`config.mk`:
```
export PLATFORM = sky130hd
export DESIGN_NAME = pid_biquad_filtered_derivative
export DESIGN_NICKNAME = d
export VERILOG_FILES = /design/src/rtl/pbfd_pkg.sv /design/src/rtl/pid_biquad_filtered_derivative.sv /design/src/rtl/pbfd_mac.sv /design/src/rtl/pbfd_ctrl.sv
export SDC_FILE = /design/constraint.sdc
export NUM_CORES = 2
export LEC_CHECK = 0
export ABC_AREA = 1
export BUFFER_PORTS_ARGS = -buffer_cell sky130_fd_sc_hd__buf_2
export CAP_MARGIN = 25
export CELL_PAD_IN_SITES_DETAIL_PLACEMENT = 0
export CELL_PAD_IN_SITES_GLOBAL_PLACEMENT = 1
export CORE_UTILIZATION = 40
export CTS_BUF_LIST = sky130_fd_sc_hd__clkbuf_8
export CTS_CLUSTER_DIAMETER = 50
export DETAILED_ROUTE_END_ITERATION = 12
export PLACE_DENSITY = 0.78
export SKIP_LAST_GASP = 1
export SLEW_MARGIN = 20
export SYNTH_ARGS = -nofsm -noshare
export SYNTH_HDL_FRONTEND = slang
export SYNTH_SLANG_ARGS = --single-unit
```
`constraint.sdc`:
```
create_clock -name clock -period 20.9 [get_ports clock]
set_clock_uncertainty 0.1 [all_clocks]
set_input_delay 4.18 -clock clock [delete_from_list [all_inputs] [get_ports clock]]
set_output_delay 4.18 -clock clock [all_outputs]
set_load 0.1 [all_outputs]
```
`src/rtl/pbfd_pkg.sv`:
```
package pbfd_pkg;

   localparam int COEF_FRAC_BITS = 30;

   localparam int SAMPLE_W   = 16;
   localparam int ERR_W      = SAMPLE_W + 1;
   localparam int DIFF_W     = ERR_W + 1;
   localparam int Y_W        = 40;
   localparam int YL_W       = 16;
   localparam int GAIN_W     = 32;
   localparam int ECLAMP_W   = 16;
   localparam int ICLAMP_W   = 31;
   localparam int BAND_W     = 16;
   localparam int DCLAMP_W   = 15;
   localparam int FE_W       = 3;
   localparam int DRIVE_W    = 16;
   localparam int INT_SUM_W  = 51;
   localparam int TRUNC_W    = 48;

   localparam int OPA_W      = 33;
   localparam int OPB_W      = 25;
   localparam int PROD_W     = OPA_W + OPB_W;
   localparam int ACC_W      = 72;

   localparam int CSR_IDX_W  = 3;
   localparam int CSR_DATA_W = 32;

   localparam int STEP_LAST  = 12;
   localparam int STEP_W     = $clog2(STEP_LAST + 1);

   localparam int FE_ERR_CLAMP = 0;
   localparam int FE_SEPARATE  = 1;
   localparam int FE_INT_CLAMP = 2;

   // symmetric rounding of a Q2.30 coefficient down to COEF_FRAC_BITS
   function automatic longint coef_round(input longint c30);
      longint half;
      int     s;
      s = 30 - COEF_FRAC_BITS;
      if (s <= 0) return c30;
      half = longint'(1) << (s - 1);
      if (c30 >= 0) return (c30 + half) >>> s;
      return -(((-c30) + half) >>> s);
   endfunction

   localparam logic signed [OPA_W-1:0] COEF_B0  = OPA_W'(coef_round(72429549));
   localparam logic signed [OPA_W-1:0] COEF_B1  = OPA_W'(coef_round(144859098));
   localparam logic signed [OPA_W-1:0] COEF_B2  = OPA_W'(coef_round(72429549));
   localparam logic signed [OPA_W-1:0] COEF_NA1 = OPA_W'(-coef_round(-1227265970));
   localparam logic signed [OPA_W-1:0] COEF_NA2 = OPA_W'(-coef_round(443242341));

   localparam logic signed [ACC_W-1:0] ACC_RND =
      ACC_W'(longint'(1) << (COEF_FRAC_BITS - 1));

   localparam logic signed [Y_W-1:0] Y_MAX = {1'b0, {(Y_W-1){1'b1}}};
   localparam logic signed [Y_W-1:0] Y_MIN = {1'b1, {(Y_W-1){1'b0}}};

   typedef enum logic [2:0] {
      A_B0, A_B1, A_B2, A_NA1, A_NA2, A_GI, A_GP, A_GD
   } opa_sel_type;

   typedef enum logic [2:0] {
      B_X0, B_X1, B_X2, B_YH1, B_YL1, B_YH2, B_YL2, B_ERR
   } opb_sel_type;

   typedef enum logic [3:0] {
      ACC_HOLD,
      ACC_LOAD_RND_HI,
      ACC_ADD_HI,
      ACC_ADD,
      ACC_LOAD_INT,
      ACC_LOAD,
      ACC_ADD_SHR,
      ACC_ADD_INT,
      ACC_ADD_TRUNC
   } acc_op_type;

   typedef enum logic [CSR_IDX_W-1:0] {
      CSR_GAIN_P          = 3'd0,
      CSR_GAIN_I          = 3'd1,
      CSR_GAIN_D          = 3'd2,
      CSR_ERROR_CLAMP     = 3'd3,
      CSR_INTEGRAL_CLAMP  = 3'd4,
      CSR_SEPARATION_BAND = 3'd5,
      CSR_DRIVE_CLAMP     = 3'd6,
      CSR_FEATURE_ENABLES = 3'd7
   } csr_index_type;

   typedef struct packed {
      opa_sel_type a_sel;
      opb_sel_type b_sel;
      acc_op_type  acc_op;
      logic        cap_err;
      logic        upd_filter;
      logic        upd_int;
      logic        load_out;
   } seq_ctl_type;

endpackage

```
`src/rtl/pid_biquad_filtered_derivative.sv`:
```
// channel   direction  handshake              payload
// req       in         req_tvalid/req_tready  tdata: setpoint[15:0], measured[31:16]
// rsp       out        rsp_tvalid/rsp_tready  tdata: drive[15:0]
// csr       in         csr_we                 csr_index, csr_wdata
//
// A new item is accepted only when the sequencer is idle: all eleven
// products go one per cycle through the single 33x25 multiplier and its accumulator.
// The drive result sits in an output register; a stalled rsp holds the block in its
// final step until the register frees. Reset is synchronous and clears the filter
// and integral state and the registers to their defaults.
module pid_biquad_filtered_derivative (
   input  logic                               clock,
   input  logic                               reset,
   input  logic                               req_tvalid,
   output logic                               req_tready,
   input  logic [31:0]                        req_tdata,   // setpoint, measured
   output logic                               rsp_tvalid,
   input  logic                               rsp_tready,
   output logic [15:0]                        rsp_tdata,   // drive
   input  logic                               csr_we,
   input  logic [pbfd_pkg::CSR_IDX_W-1:0]     csr_index,
   input  logic [pbfd_pkg::CSR_DATA_W-1:0]    csr_wdata
);
   import pbfd_pkg::*;

   seq_ctl_type ctl;
   logic        out_busy;
   logic        req_acc;

   logic [GAIN_W-1:0]   gp_ff, gi_ff, gd_ff;
   logic [ECLAMP_W-1:0] ec_ff;
   logic [ICLAMP_W-1:0] ic_ff;
   logic [BAND_W-1:0]   sb_ff;
   logic [DCLAMP_W-1:0] dc_ff;
   logic [FE_W-1:0]     fe_ff;

   logic signed [ERR_W-1:0]  err_raw_ff, err_raw_in;
   logic signed [ERR_W-1:0]  err_ff, err_in;
   logic signed [DIFF_W-1:0] x0_ff, x0_in;
   logic signed [ERR_W-1:0]  prior_ff;
   logic signed [DIFF_W-1:0] x1_ff, x2_ff;
   logic signed [Y_W-1:0]    y1_ff, y2_ff, y_new;
   logic signed [Y_W-1:0]    ia_ff, ia_in;
   logic signed [DRIVE_W-1:0] drive_ff, drive_in;
   logic                     rsp_valid_ff, rsp_valid_in;

   logic signed [OPA_W-1:0] op_a;
   logic signed [OPB_W-1:0] op_b;
   logic signed [ACC_W-1:0] acc;

   pbfd_ctrl u_ctrl (
      .clock      (clock),
      .reset      (reset),
      .req_tvalid (req_tvalid),
      .out_busy   (out_busy),
      .req_tready (req_tready),
      .ctl        (ctl)
   );

   pbfd_mac u_mac (
      .clock  (clock),
      .acc_op (ctl.acc_op),
      .op_a   (op_a),
      .op_b   (op_b),
      .integ  (ia_ff),
      .acc    (acc)
   );

   assign req_acc = req_tvalid & req_tready;

   // registers
   always_ff @(posedge clock) begin
      if (reset) begin
         gp_ff <= '0;
         gi_ff <= '0;
         gd_ff <= '0;
         ec_ff <= '1;
         ic_ff <= '1;
         sb_ff <= '1;
         dc_ff <= '1;
         fe_ff <= '0;
      end else if (csr_we) begin
         unique case (csr_index_type'(csr_index))
            CSR_GAIN_P:          gp_ff <= csr_wdata[GAIN_W-1:0];
            CSR_GAIN_I:          gi_ff <= csr_wdata[GAIN_W-1:0];
            CSR_GAIN_D:          gd_ff <= csr_wdata[GAIN_W-1:0];
            CSR_ERROR_CLAMP:     ec_ff <= csr_wdata[ECLAMP_W-1:0];
            CSR_INTEGRAL_CLAMP:  ic_ff <= csr_wdata[ICLAMP_W-1:0];
            CSR_SEPARATION_BAND: sb_ff <= csr_wdata[BAND_W-1:0];
            CSR_DRIVE_CLAMP:     dc_ff <= csr_wdata[DCLAMP_W-1:0];
            CSR_FEATURE_ENABLES: fe_ff <= csr_wdata[FE_W-1:0];
         endcase
      end
   end

   // error, optional clamp, raw difference
   logic signed [ERR_W:0] e_wide, ec_wide;
   logic signed [ERR_W:0] mag, band_wide;
   logic                  integrate;

   assign err_raw_in = ERR_W'(signed'(req_tdata[SAMPLE_W-1:0]))
                     - ERR_W'(signed'(req_tdata[2*SAMPLE_W-1:SAMPLE_W]));
   assign e_wide     = (ERR_W+1)'(err_raw_ff);
   assign ec_wide    = signed'((ERR_W+1)'(ec_ff));
   assign x0_in      = DIFF_W'(err_raw_ff) - DIFF_W'(prior_ff);

   always_comb begin
      err_in = err_raw_ff;
      if (fe_ff[FE_ERR_CLAMP]) begin
         if (e_wide >= ec_wide)       err_in = ERR_W'(ec_wide);
         else if (e_wide <= -ec_wide) err_in = ERR_W'(-ec_wide);
      end
   end

   assign mag       = err_ff[ERR_W-1] ? -(ERR_W+1)'(err_ff) : (ERR_W+1)'(err_ff);
   assign band_wide = signed'((ERR_W+1)'(sb_ff));
   assign integrate = !fe_ff[FE_SEPARATE] || (mag <= band_wide);

   always_ff @(posedge clock) begin
      if (req_acc) err_raw_ff <= err_raw_in;
      if (ctl.cap_err) begin
         err_ff <= err_in;
         x0_ff  <= x0_in;
      end
   end

   // operand selection
   always_comb begin
      unique case (ctl.a_sel)
         A_B0:    op_a = COEF_B0;
         A_B1:    op_a = COEF_B1;
         A_B2:    op_a = COEF_B2;
         A_NA1:   op_a = COEF_NA1;
         A_NA2:   op_a = COEF_NA2;
         A_GI:    op_a = signed'(OPA_W'(gi_ff));
         A_GP:    op_a = signed'(OPA_W'(gp_ff));
         A_GD:    op_a = signed'(OPA_W'(gd_ff));
         default: op_a = '0;
      endcase
      unique case (ctl.b_sel)
         B_X0:    op_b = OPB_W'(x0_ff);
         B_X1:    op_b = OPB_W'(x1_ff);
         B_X2:    op_b = OPB_W'(x2_ff);
         B_YH1:   op_b = OPB_W'(signed'(y1_ff[Y_W-1:YL_W]));
         B_YL1:   op_b = signed'(OPB_W'(y1_ff[YL_W-1:0]));
         B_YH2:   op_b = OPB_W'(signed'(y2_ff[Y_W-1:YL_W]));
         B_YL2:   op_b = signed'(OPB_W'(y2_ff[YL_W-1:0]));
         B_ERR:   op_b = OPB_W'(err_ff);
         default: op_b = '0;
      endcase
   end

   // filter output: round to Q.16, saturate
   logic signed [ACC_W-1:0] y_q;
   logic                    y_ovf;

   assign y_q   = acc >>> COEF_FRAC_BITS;
   assign y_ovf = !(&y_q[ACC_W-1:Y_W-1]) && (|y_q[ACC_W-1:Y_W-1]);
   assign y_new = y_ovf ? (y_q[ACC_W-1] ? Y_MIN : Y_MAX) : y_q[Y_W-1:0];

   // integral: saturate, or clamp when enabled
   logic signed [INT_SUM_W-1:0] ia_base, ic_wide;
   logic                        ia_ovf;

   assign ia_base = integrate ? acc[INT_SUM_W-1:0] : INT_SUM_W'(ia_ff);
   assign ic_wide = signed'(INT_SUM_W'(ic_ff));
   assign ia_ovf  = !(&ia_base[INT_SUM_W-1:Y_W-1]) && (|ia_base[INT_SUM_W-1:Y_W-1]);

   always_comb begin
      if (fe_ff[FE_INT_CLAMP]) begin
         if (ia_base >= ic_wide)       ia_in = ic_wide[Y_W-1:0];
         else if (ia_base <= -ic_wide) ia_in = Y_W'(-ic_wide);
         else                          ia_in = ia_base[Y_W-1:0];
      end else if (ia_ovf) begin
         ia_in = ia_base[INT_SUM_W-1] ? Y_MIN : Y_MAX;
      end else begin
         ia_in = ia_base[Y_W-1:0];
      end
   end

   always_ff @(posedge clock) begin
      if (reset) begin
         prior_ff <= '0;
         x1_ff    <= '0;
         x2_ff    <= '0;
         y1_ff    <= '0;
         y2_ff    <= '0;
         ia_ff    <= '0;
      end else begin
         if (ctl.upd_filter) begin
            prior_ff <= err_ff;
            x1_ff    <= x0_ff;
            x2_ff    <= x1_ff;
            y1_ff    <= y_new;
            y2_ff    <= y1_ff;
         end
         if (ctl.upd_int) ia_ff <= ia_in;
      end
   end

   // drive: truncated sum clamped to the drive bound
   logic signed [TRUNC_W-1:0] t_sum, dc_wide;

   assign t_sum   = signed'(acc[TRUNC_W+15:16]);
   assign dc_wide = signed'(TRUNC_W'(dc_ff));

   always_comb begin
      if (t_sum >= dc_wide)       drive_in = dc_wide[DRIVE_W-1:0];
      else if (t_sum <= -dc_wide) drive_in = DRIVE_W'(-dc_wide);
      else                        drive_in = t_sum[DRIVE_W-1:0];
   end

   assign out_busy     = rsp_valid_ff & ~rsp_tready;
   assign rsp_valid_in = ctl.load_out | out_busy;

   always_ff @(posedge clock) begin
      if (reset) rsp_valid_ff <= 1'b0;
      else       rsp_valid_ff <= rsp_valid_in;
      if (ctl.load_out) drive_ff <= drive_in;
   end

   assign rsp_tvalid = rsp_valid_ff;
   assign rsp_tdata  = drive_ff;

endmodule

```
`src/rtl/pbfd_mac.sv`:
```
module pbfd_mac (
   input  logic                                clock,
   input  pbfd_pkg::acc_op_type                acc_op,
   input  logic signed [pbfd_pkg::OPA_W-1:0]   op_a,
   input  logic signed [pbfd_pkg::OPB_W-1:0]   op_b,
   input  logic signed [pbfd_pkg::Y_W-1:0]     integ,
   output logic signed [pbfd_pkg::ACC_W-1:0]   acc
);
   import pbfd_pkg::*;

   logic signed [PROD_W-1:0] prod_ff, prod_in;
   logic signed [ACC_W-1:0]  acc_ff, acc_in;
   logic signed [ACC_W-1:0]  base, addend;
   logic signed [ACC_W-1:0]  prod_ext, prod_hi, prod_lo, integ_ext, bias;

   assign prod_in   = op_a * op_b;
   assign prod_ext  = ACC_W'(prod_ff);
   assign prod_hi   = signed'(ACC_W'({prod_ff, 16'h0000}));
   assign prod_lo   = prod_ext >>> 16;
   assign integ_ext = ACC_W'(integ);
   // bias so that the following shift truncates toward zero
   assign bias      = acc_ff[ACC_W-1] ? signed'(ACC_W'(16'hFFFF)) : '0;

   always_comb begin
      base   = acc_ff;
      addend = '0;
      unique case (acc_op)
         ACC_HOLD: begin
            base   = acc_ff;
            addend = '0;
         end
         ACC_LOAD_RND_HI: begin
            base   = ACC_RND;
            addend = prod_hi;
         end
         ACC_ADD_HI: begin
            addend = prod_hi;
         end
         ACC_ADD: begin
            addend = prod_ext;
         end
         ACC_LOAD_INT: begin
            base   = integ_ext;
            addend = prod_ext;
         end
         ACC_LOAD: begin
            base   = '0;
            addend = prod_ext;
         end
         ACC_ADD_SHR: begin
            addend = prod_lo;
         end
         ACC_ADD_INT: begin
            addend = integ_ext;
         end
         ACC_ADD_TRUNC: begin
            addend = bias;
         end
         default: begin
            base   = acc_ff;
            addend = '0;
         end
      endcase
      acc_in = base + addend;
   end

   always_ff @(posedge clock) begin
      prod_ff <= prod_in;
      acc_ff  <= acc_in;
   end

   assign acc = acc_ff;

endmodule

```
`src/rtl/pbfd_ctrl.sv`:
```
module pbfd_ctrl (
   input  logic                  clock,
   input  logic                  reset,
   input  logic                  req_tvalid,
   input  logic                  out_busy,
   output logic                  req_tready,
   output pbfd_pkg::seq_ctl_type ctl
);
   import pbfd_pkg::*;

   typedef enum logic [4:0] {
      ST_IDLE  = 5'b00001,
      ST_DIFF  = 5'b00010,
      ST_RUN   = 5'b00100,
      ST_TRUNC = 5'b01000,
      ST_CLAMP = 5'b10000
   } state_type;

   state_type         state_ff, state_in;
   logic [STEP_W-1:0] step_ff, step_in;

   always_comb begin
      state_in       = state_ff;
      step_in        = step_ff;
      ctl.a_sel      = A_GD;
      ctl.b_sel      = B_ERR;
      ctl.acc_op     = ACC_HOLD;
      ctl.cap_err    = 1'b0;
      ctl.upd_filter = 1'b0;
      ctl.upd_int    = 1'b0;
      ctl.load_out   = 1'b0;
      unique case (state_ff)
         ST_IDLE: begin
            if (req_tvalid) state_in = ST_DIFF;
         end
         ST_DIFF: begin
            ctl.cap_err = 1'b1;
            step_in     = '0;
            state_in    = ST_RUN;
         end
         ST_RUN: begin
            step_in = step_ff + STEP_W'(1);
            if (step_ff == STEP_W'(STEP_LAST)) state_in = ST_TRUNC;
            // multiply issued this step, accumulate the one issued last step
            unique case (step_ff)
               STEP_W'(0): begin
                  ctl.a_sel = A_B0;  ctl.b_sel = B_X0;
               end
               STEP_W'(1): begin
                  ctl.a_sel = A_B1;  ctl.b_sel = B_X1;  ctl.acc_op = ACC_LOAD_RND_HI;
               end
               STEP_W'(2): begin
                  ctl.a_sel = A_B2;  ctl.b_sel = B_X2;  ctl.acc_op = ACC_ADD_HI;
               end
               STEP_W'(3): begin
                  ctl.a_sel = A_NA1; ctl.b_sel = B_YH1; ctl.acc_op = ACC_ADD_HI;
               end
               STEP_W'(4): begin
                  ctl.a_sel = A_NA1; ctl.b_sel = B_YL1; ctl.acc_op = ACC_ADD_HI;
               end
               STEP_W'(5): begin
                  ctl.a_sel = A_NA2; ctl.b_sel = B_YH2; ctl.acc_op = ACC_ADD;
               end
               STEP_W'(6): begin
                  ctl.a_sel = A_NA2; ctl.b_sel = B_YL2; ctl.acc_op = ACC_ADD_HI;
               end
               STEP_W'(7): begin
                  ctl.a_sel = A_GI;  ctl.b_sel = B_ERR; ctl.acc_op = ACC_ADD;
               end
               STEP_W'(8): begin
                  ctl.a_sel = A_GP;  ctl.b_sel = B_ERR; ctl.acc_op = ACC_LOAD_INT;
                  ctl.upd_filter = 1'b1;
               end
               STEP_W'(9): begin
                  ctl.a_sel = A_GD;  ctl.b_sel = B_YH1; ctl.acc_op = ACC_LOAD;
                  ctl.upd_int = 1'b1;
               end
               STEP_W'(10): begin
                  ctl.a_sel = A_GD;  ctl.b_sel = B_YL1; ctl.acc_op = ACC_ADD;
               end
               STEP_W'(11): begin
                  ctl.acc_op = ACC_ADD_SHR;
               end
               STEP_W'(12): begin
                  ctl.acc_op = ACC_ADD_INT;
               end
               default: begin
                  ctl.acc_op = ACC_HOLD;
               end
            endcase
         end
         ST_TRUNC: begin
            ctl.acc_op = ACC_ADD_TRUNC;
            state_in   = ST_CLAMP;
         end
         ST_CLAMP: begin
            if (!out_busy) begin
               ctl.load_out = 1'b1;
               state_in     = ST_IDLE;
            end
         end
         default: begin
            state_in = ST_IDLE;
         end
      endcase
   end

   always_ff @(posedge clock) begin
      if (reset) begin
         state_ff <= ST_IDLE;
         step_ff  <= '0;
      end else begin
         state_ff <= state_in;
         step_ff  <= step_in;
      end
   end

   assign req_tready = (state_ff == ST_IDLE);

endmodule
```
After elaboration in Yosys (flattened, before gate mapping)
Cells that the tools add are included.
W data, S select, Z words.
Word-level totals
  memories kept: 0
  register bits: 558
  memory bits (writable): 0
  ROM bits: 0
  output and inout bits: 18
  input port bits: 72
  word-level logic and storage cells: 156
  bits in latches: 0
Cells by class
  multiplexer cells: 34
  bitwise logic cells: 4
  shift operators: 0
  reduce and logical (&&, ||, !) cells: 29
  div/mod/pow operators: 0
  equality and inequality tests: 49
  add/sub/neg operators: 8
  multipliers: 1
  order comparisons: 7
Operators by type and width (count)
  $pmux W72 S5: 1
  $mux W40: 7
  $pmux W33 S7: 1
  $pmux W72 S3: 1
  $pmux W25 S8: 1
  $add A72 B72 Y72: 1
  $pmux W6 S11: 1
  $mul A33 B25 Y58: 1
  $ge A51 B32 Y1: 1
  $le A51 B51 Y1: 1
  $mux W17: 3
  $mux W51: 1
  $neg A31 Y51: 1
  $ge A48 B16 Y1: 1
  $le A48 B48 Y1: 1
  $neg A15 Y48: 1
  $eq A3 B3 Y1 const B: 12
  $eq A4 B3 Y1 const B: 8
  $mux W16: 2
  $pmux W5 S5: 1
  $eq A4 B4 Y1 const B: 6
  $pmux W3 S7: 1
  $eq A3 B2 Y1 const B: 6
  $le A17 B18 Y1: 1
  other kinds (40): 71

Logic depth before layout (Yosys ltp)
  depth after elaboration: 10
  mapped depth: 50
  gate-level depth less buffers: 49

Hierarchy
A second synthesis with hierarchy kept.
Unflattened totals
  cell total of the unflattened synthesis: 9895
  area total of the unflattened synthesis: 69550.5 um2
By module, submodules not included
  pbfd_mac: area an instance 42522.0 um2, cells an instance 6130, seq. area each 2602.5 um2, times used 1
  pid_biquad_filtered_derivative: area an instance 26248.9 um2, cells an instance 3636, seq. area each 9068.7 um2, times used 1
  pbfd_ctrl: area an instance 779.5 um2, cells an instance 129, seq. area each 180.2 um2, times used 1

Least setup slack after synthesis
Ideal clock, no wire load.
  path type: register to register
  start point: reg u_ctrl.step_ff[0]
  end point: reg u_mac.prod_ff[56]
  arrival time: 8.545 ns
  cell stages (with the launch flop): 40
  path slack: 12.183 ns
  cell sequence: dfxtp_1 -> inv_1 -> ha_1 -> nor2_1 -> nor2_2 -> nor3_2 -> inv_2 -> nor2_4 -> inv_2 -> nand2_4 -> inv_2 -> nand3_1 -> inv_2 -> clkbuf_1 -> a211oi_1 -> nand4_1 -> o21ai_1 -> buf_2 -> (+4 left out) -> fa_1 -> fa_1 -> fa_1 -> inv_1 -> fa_1 -> inv_1 -> ha_1 -> nand2_1 -> nor2_1 -> inv_1 -> nor4_1 -> nand3_1 -> nand3_1 -> nand2_1 -> o211ai_1 -> nand3_1 -> nand2_1 -> xor2_1
Between the ends
  cells in the longest elaborated chain, start to end: 7
  elaborated cells between the ends (all ways): 33
  classes of those cells: 1 x mul; 24 x eq/ne; 4 x mux; 4 x reduce/logical
RTL lines
  start, declared: RTL line pbfd_ctrl.sv:20  | logic [STEP_W-1:0] step_ff, step_in;
  start signal, assigned: RTL line pbfd_ctrl.sv:114  | step_ff <= step_in;
  $eq A4 B4 Y1 (tied with other cells): RTL line pbfd_ctrl.sv:45  | unique case (step_ff)
  $pmux W6 S11 *: RTL line pbfd_ctrl.sv:45
  $mux W6 *: RTL line pbfd_ctrl.sv:32  | unique case (state_ff)
  $eq A3 B2 Y1 or $logic_not A3 Y1 (tied branches): RTL line pid_biquad_filtered_derivative.sv:129  | unique case (ctl.a_sel)
  $reduce_or A2 Y1 (no line)
  $pmux W33 S7: RTL line pid_biquad_filtered_derivative.sv:129
  $mul A33 B25 Y58 *: RTL line pbfd_mac.sv:16  | assign prod_in = op_a * op_b;
  net u_mac.prod_in[56]: RTL line pbfd_mac.sv:11  | logic signed [PROD_W-1:0] prod_ff, prod_in;
  end signal, assigned: RTL line pbfd_mac.sv:68  | prod_ff <= prod_in;
  end, declared: RTL line pbfd_mac.sv:11
Mark *: on every way through the listed nets, which the timed path passes. The rest lies on a longest branch.
A chain may end at the register's enable or synchronous reset.

Final worst setup path
  start point: reg u_ctrl.step_ff[0]
  end point: reg u_mac.prod_ff[48]
Same word-level chain as after synthesis.

==> flow_summary_export.csv <==
group,metric,value,unit
run_status,outcome,"completed",
cts,cts_sinks,558,
place,numPortBuffers,89,
power_and_ir_drop,power.total,4.597,mW
finish,final_nets,10023,
grt,grt.overflow.total,0,
job,maxCapViolations,0,
yosys,synth_edf_count,68,
floorplan,fp.dieH,406.8,µm
yosys,synth_area_per_cell,7.519,µm²
worst_setup_path,worstPathArrival,11700,ps
drt,drc,0,
drt,first_pass_iters,6,
yosys,ys_warn_count,0,
timing,post-route-period-util,0.5335,
worst_setup_path,slowest_stage,"inv_1",
worst_setup_path,cpPeakStageDelay,950,ps
worst_setup_path,worstSetupPathType,"flop to flop",
cts,cts_root_buffer,"clkbuf_8",
timing,hold-worst-slack,357.7,ps
yosys,synth_cell_type_count,66,
drt,dr.first_iter.drc_count,5941,
floorplan,fp-row-count,148,
min_path,hp-start,"gp_ff[18]",
grt,grt_pass1_vias,58758,
finish,post-route-util,0.4317,
worst_setup_path,r2r-start,"u_ctrl.step_ff[0]",
grt,grt_pass1_wl,376.3,mm
worst_setup_path,reg2reg_slack,9750,ps
power_and_ir_drop,power_density,65.42,mW/mm²
timing,rsz0062_at_grt,"no",
yosys,netlist_area,0.06554,mm²
yosys,synth_top_area_frac,0.2584,
place,dp.cells,10711,
yosys,yosysSeqAreaShare,0.1808,
floorplan,core_area,0.1628,mm²
timing,slew_violations,0,
finish,area_growth,7.221,%
timing,post-route-min-period,11150,ps
grt,antenna_found_initial,14,
yosys,synth_area_leaders,"fa_1, dfxtp_1, inv_1",
worst_setup_path,cp_data_required_time,21450,ps
yosys,synth-seq-cells,558,
floorplan,die_x,406.8,µm
yosys,syn_nets,10095,
power_and_ir_drop,ir_worst_vdd,0.00005341,V
power_and_ir_drop,p_sw_frac,0.4464,
cts,htreeDepth,3,
yosys,synthTopCellsByCount,"inv_1, nand2_1, nor2_1",
timing,finalSetupTns,0,ps
min_path,worstHoldPathCells,2,
grt,grt_max_degree,122,
floorplan,initial_core_util,0.4026,
power_and_ir_drop,p_sw,2.052,mW
min_path,hold_end,"gp_ff[18]",
power_and_ir_drop,p_leak,34.94,nW
drt,via_per_inst,5.465,
cts,cts_tree,"done",
finish,drive_gt1_frac,0.05510,
power_and_ir_drop,p_clk_frac,0.254,
power_and_ir_drop,p_int,2.545,mW
timing,fmax,89.69,MHz
yosys,synth.most_common_cell,"inv_1",
drt,num_vias,59625,
worst_setup_path,start_kind,"flop",
floorplan,die_area,0.1655,mm²
yosys,async_flop_share,0,
worst_setup_path,reg2reg_to,"u_mac.prod_ff[48]",
cts,clk_latency,810,ps
yosys,dominantRegCellSynth,"dfxtp_1",
yosys,synth_top_cell_by_area,"fa_1",
floorplan,io_pins,90,
cts,clkTransAtPathRegs,60,ps
place,place_ws,9938,ps
timing,slew_headroom,0.2924,
min_path,worstHoldPathType,"flop to flop",
worst_setup_path,end_kind,"flop",
drt,routed_wl,252.9,mm
cts,cts_resized,0,
cts,cts_buffer_depth,3,
cts,cts_hold_buf,0,
place,hpwl,198.4,mm
power_and_ir_drop,power.share.combinational,0.455,
cts,post_cts_buffers,0,
timing,fin_ws,9750,ps
drt,wl_per_cell,23.18,µm
cts,cts_buffers,102,
grt,grt.total_usage,0.3053,
place,dpl_cell_area,0.06796,mm²
power_and_ir_drop,p_seq_frac,0.292,
worst_setup_path,worstRegToRegCells,35,
drt,ant_nets,0,
finish,fin_cells,10910,
place,place.gp.congestion,0.9840,
timing,tightest_slew,1057,ps
worst_setup_path,path_common_cell,"inv_1",
timing,hold_viol,0,
yosys,synthCells,8716,
worst_setup_path,worstPathMaxFanout,31,
finish,final_area,0.07027,mm²
timing,report.final.setup_viol,0,
logic make-up after synthesis:
kind of cell,synth area share
AOI/OAI and AO/OA,0.1309
xor gates and xnor gates,0.02900
adders and majority gates,0.3464
buffers and inverters,0.1204
DFF,0.1808
and+or+nand+nor,0.1924
final cells by class:
| type | instances | area [µm²] |
|---|---|---|
| Sequential cell | 558 | 11850 |
| Antenna cell | 5 | 12.51 |
| Timing Repair Buffer | 188 | 1225 |
| Multi-Input combinational cell | 6117 | 45930 |
| Clock inverter | 68 | 551.8 |
| Clock buffer | 122 | 1679 |
| Fill cell | 16757 | 92500 |
| Inverter | 1677 | 6300 |
| Tap cell | 2175 | 2721 |
power by group through the flow:
stage                     Clock [mW]  Sequential, mW  Combinational [mW]
after floorplan                    0            1.27                1.43
after global placement             0            1.36                2.04
after detailed placement           0            1.36                2.06
after CTS                       1.19            1.33                2.07
after global routing            1.23            1.34                2.32
final                           1.17            1.34                2.09
cell usage in the layout, fill, tap and decap left out, drive strengths merged, types with 121 or more instances in the layout:
master	synthesis	routed
o21ai	593	593
clkbuf	225	122
o211ai	121	121
ha	461	461
xor2	154	154
nand2	1488	1488
fa	846	846
buf	139	188
nand3	211	211
inv	1671	1707
dfxtp	490	490
nor2	1170	1170
a21oi	503	503
sequential cells by signal, summed over array words and instances (netlist names), 16 cells and up:
| signal | count |
|---|---|
| ec_ff | 16 |
| err_ff | 17 |
| err_raw_ff | 17 |
| gd_ff | 32 |
| gi_ff | 32 |
| gp_ff | 32 |
| ia_ff | 40 |
| ic_ff | 31 |
| prior_ff | 17 |
| rsp_tdata | 16 |
| sb_ff | 16 |
| u_mac.acc | 72 |
| u_mac.prod_ff | 58 |
| x0_ff | 18 |
| x1_ff | 18 |
| x2_ff | 18 |
| y1_ff | 40 |
| y2_ff | 40 |
worst max-delay path by stage:
stage,startpoint,to,slack (ps),cells past startpoint
finish,u_ctrl.step_ff[0],u_mac.prod_ff[48],9750,35
floorplan,u_ctrl.step_ff[0],u_mac.prod_ff[56],12180,39
global placement,u_ctrl.step_ff[0],u_mac.prod_ff[55],9950,38
global route,u_ctrl.step_ff[0],u_mac.prod_ff[55],9170,38
CTS,u_ctrl.step_ff[0],u_mac.prod_ff[55],9890,38
detailed placement,u_ctrl.step_ff[0],u_mac.prod_ff[55],9940,38
critical path, delay by kind of cell, from the launching register on:
family | cells | cell delay [ps]
XOR/XNOR | 1 | 270
AO/OA/AOI/OAI | 6 | 1360
AND/OR/NAND/NOR | 10 | 2550
flip-flops | 1 | 400
buffers and inverters | 9 | 2100
adder cells (fa/ha/maj) | 9 | 4200
routing by layer:
layer,vias to the layer above,wire length (µm),global-route usage
met2,2645,110000,0.4692
met3,550,22160,0.06207
li1,27248,-,-
met4,4,13110,0.1380
met1,29178,107600,0.4124
met5,-,28,0
Power figures use the tool's default switching activity.
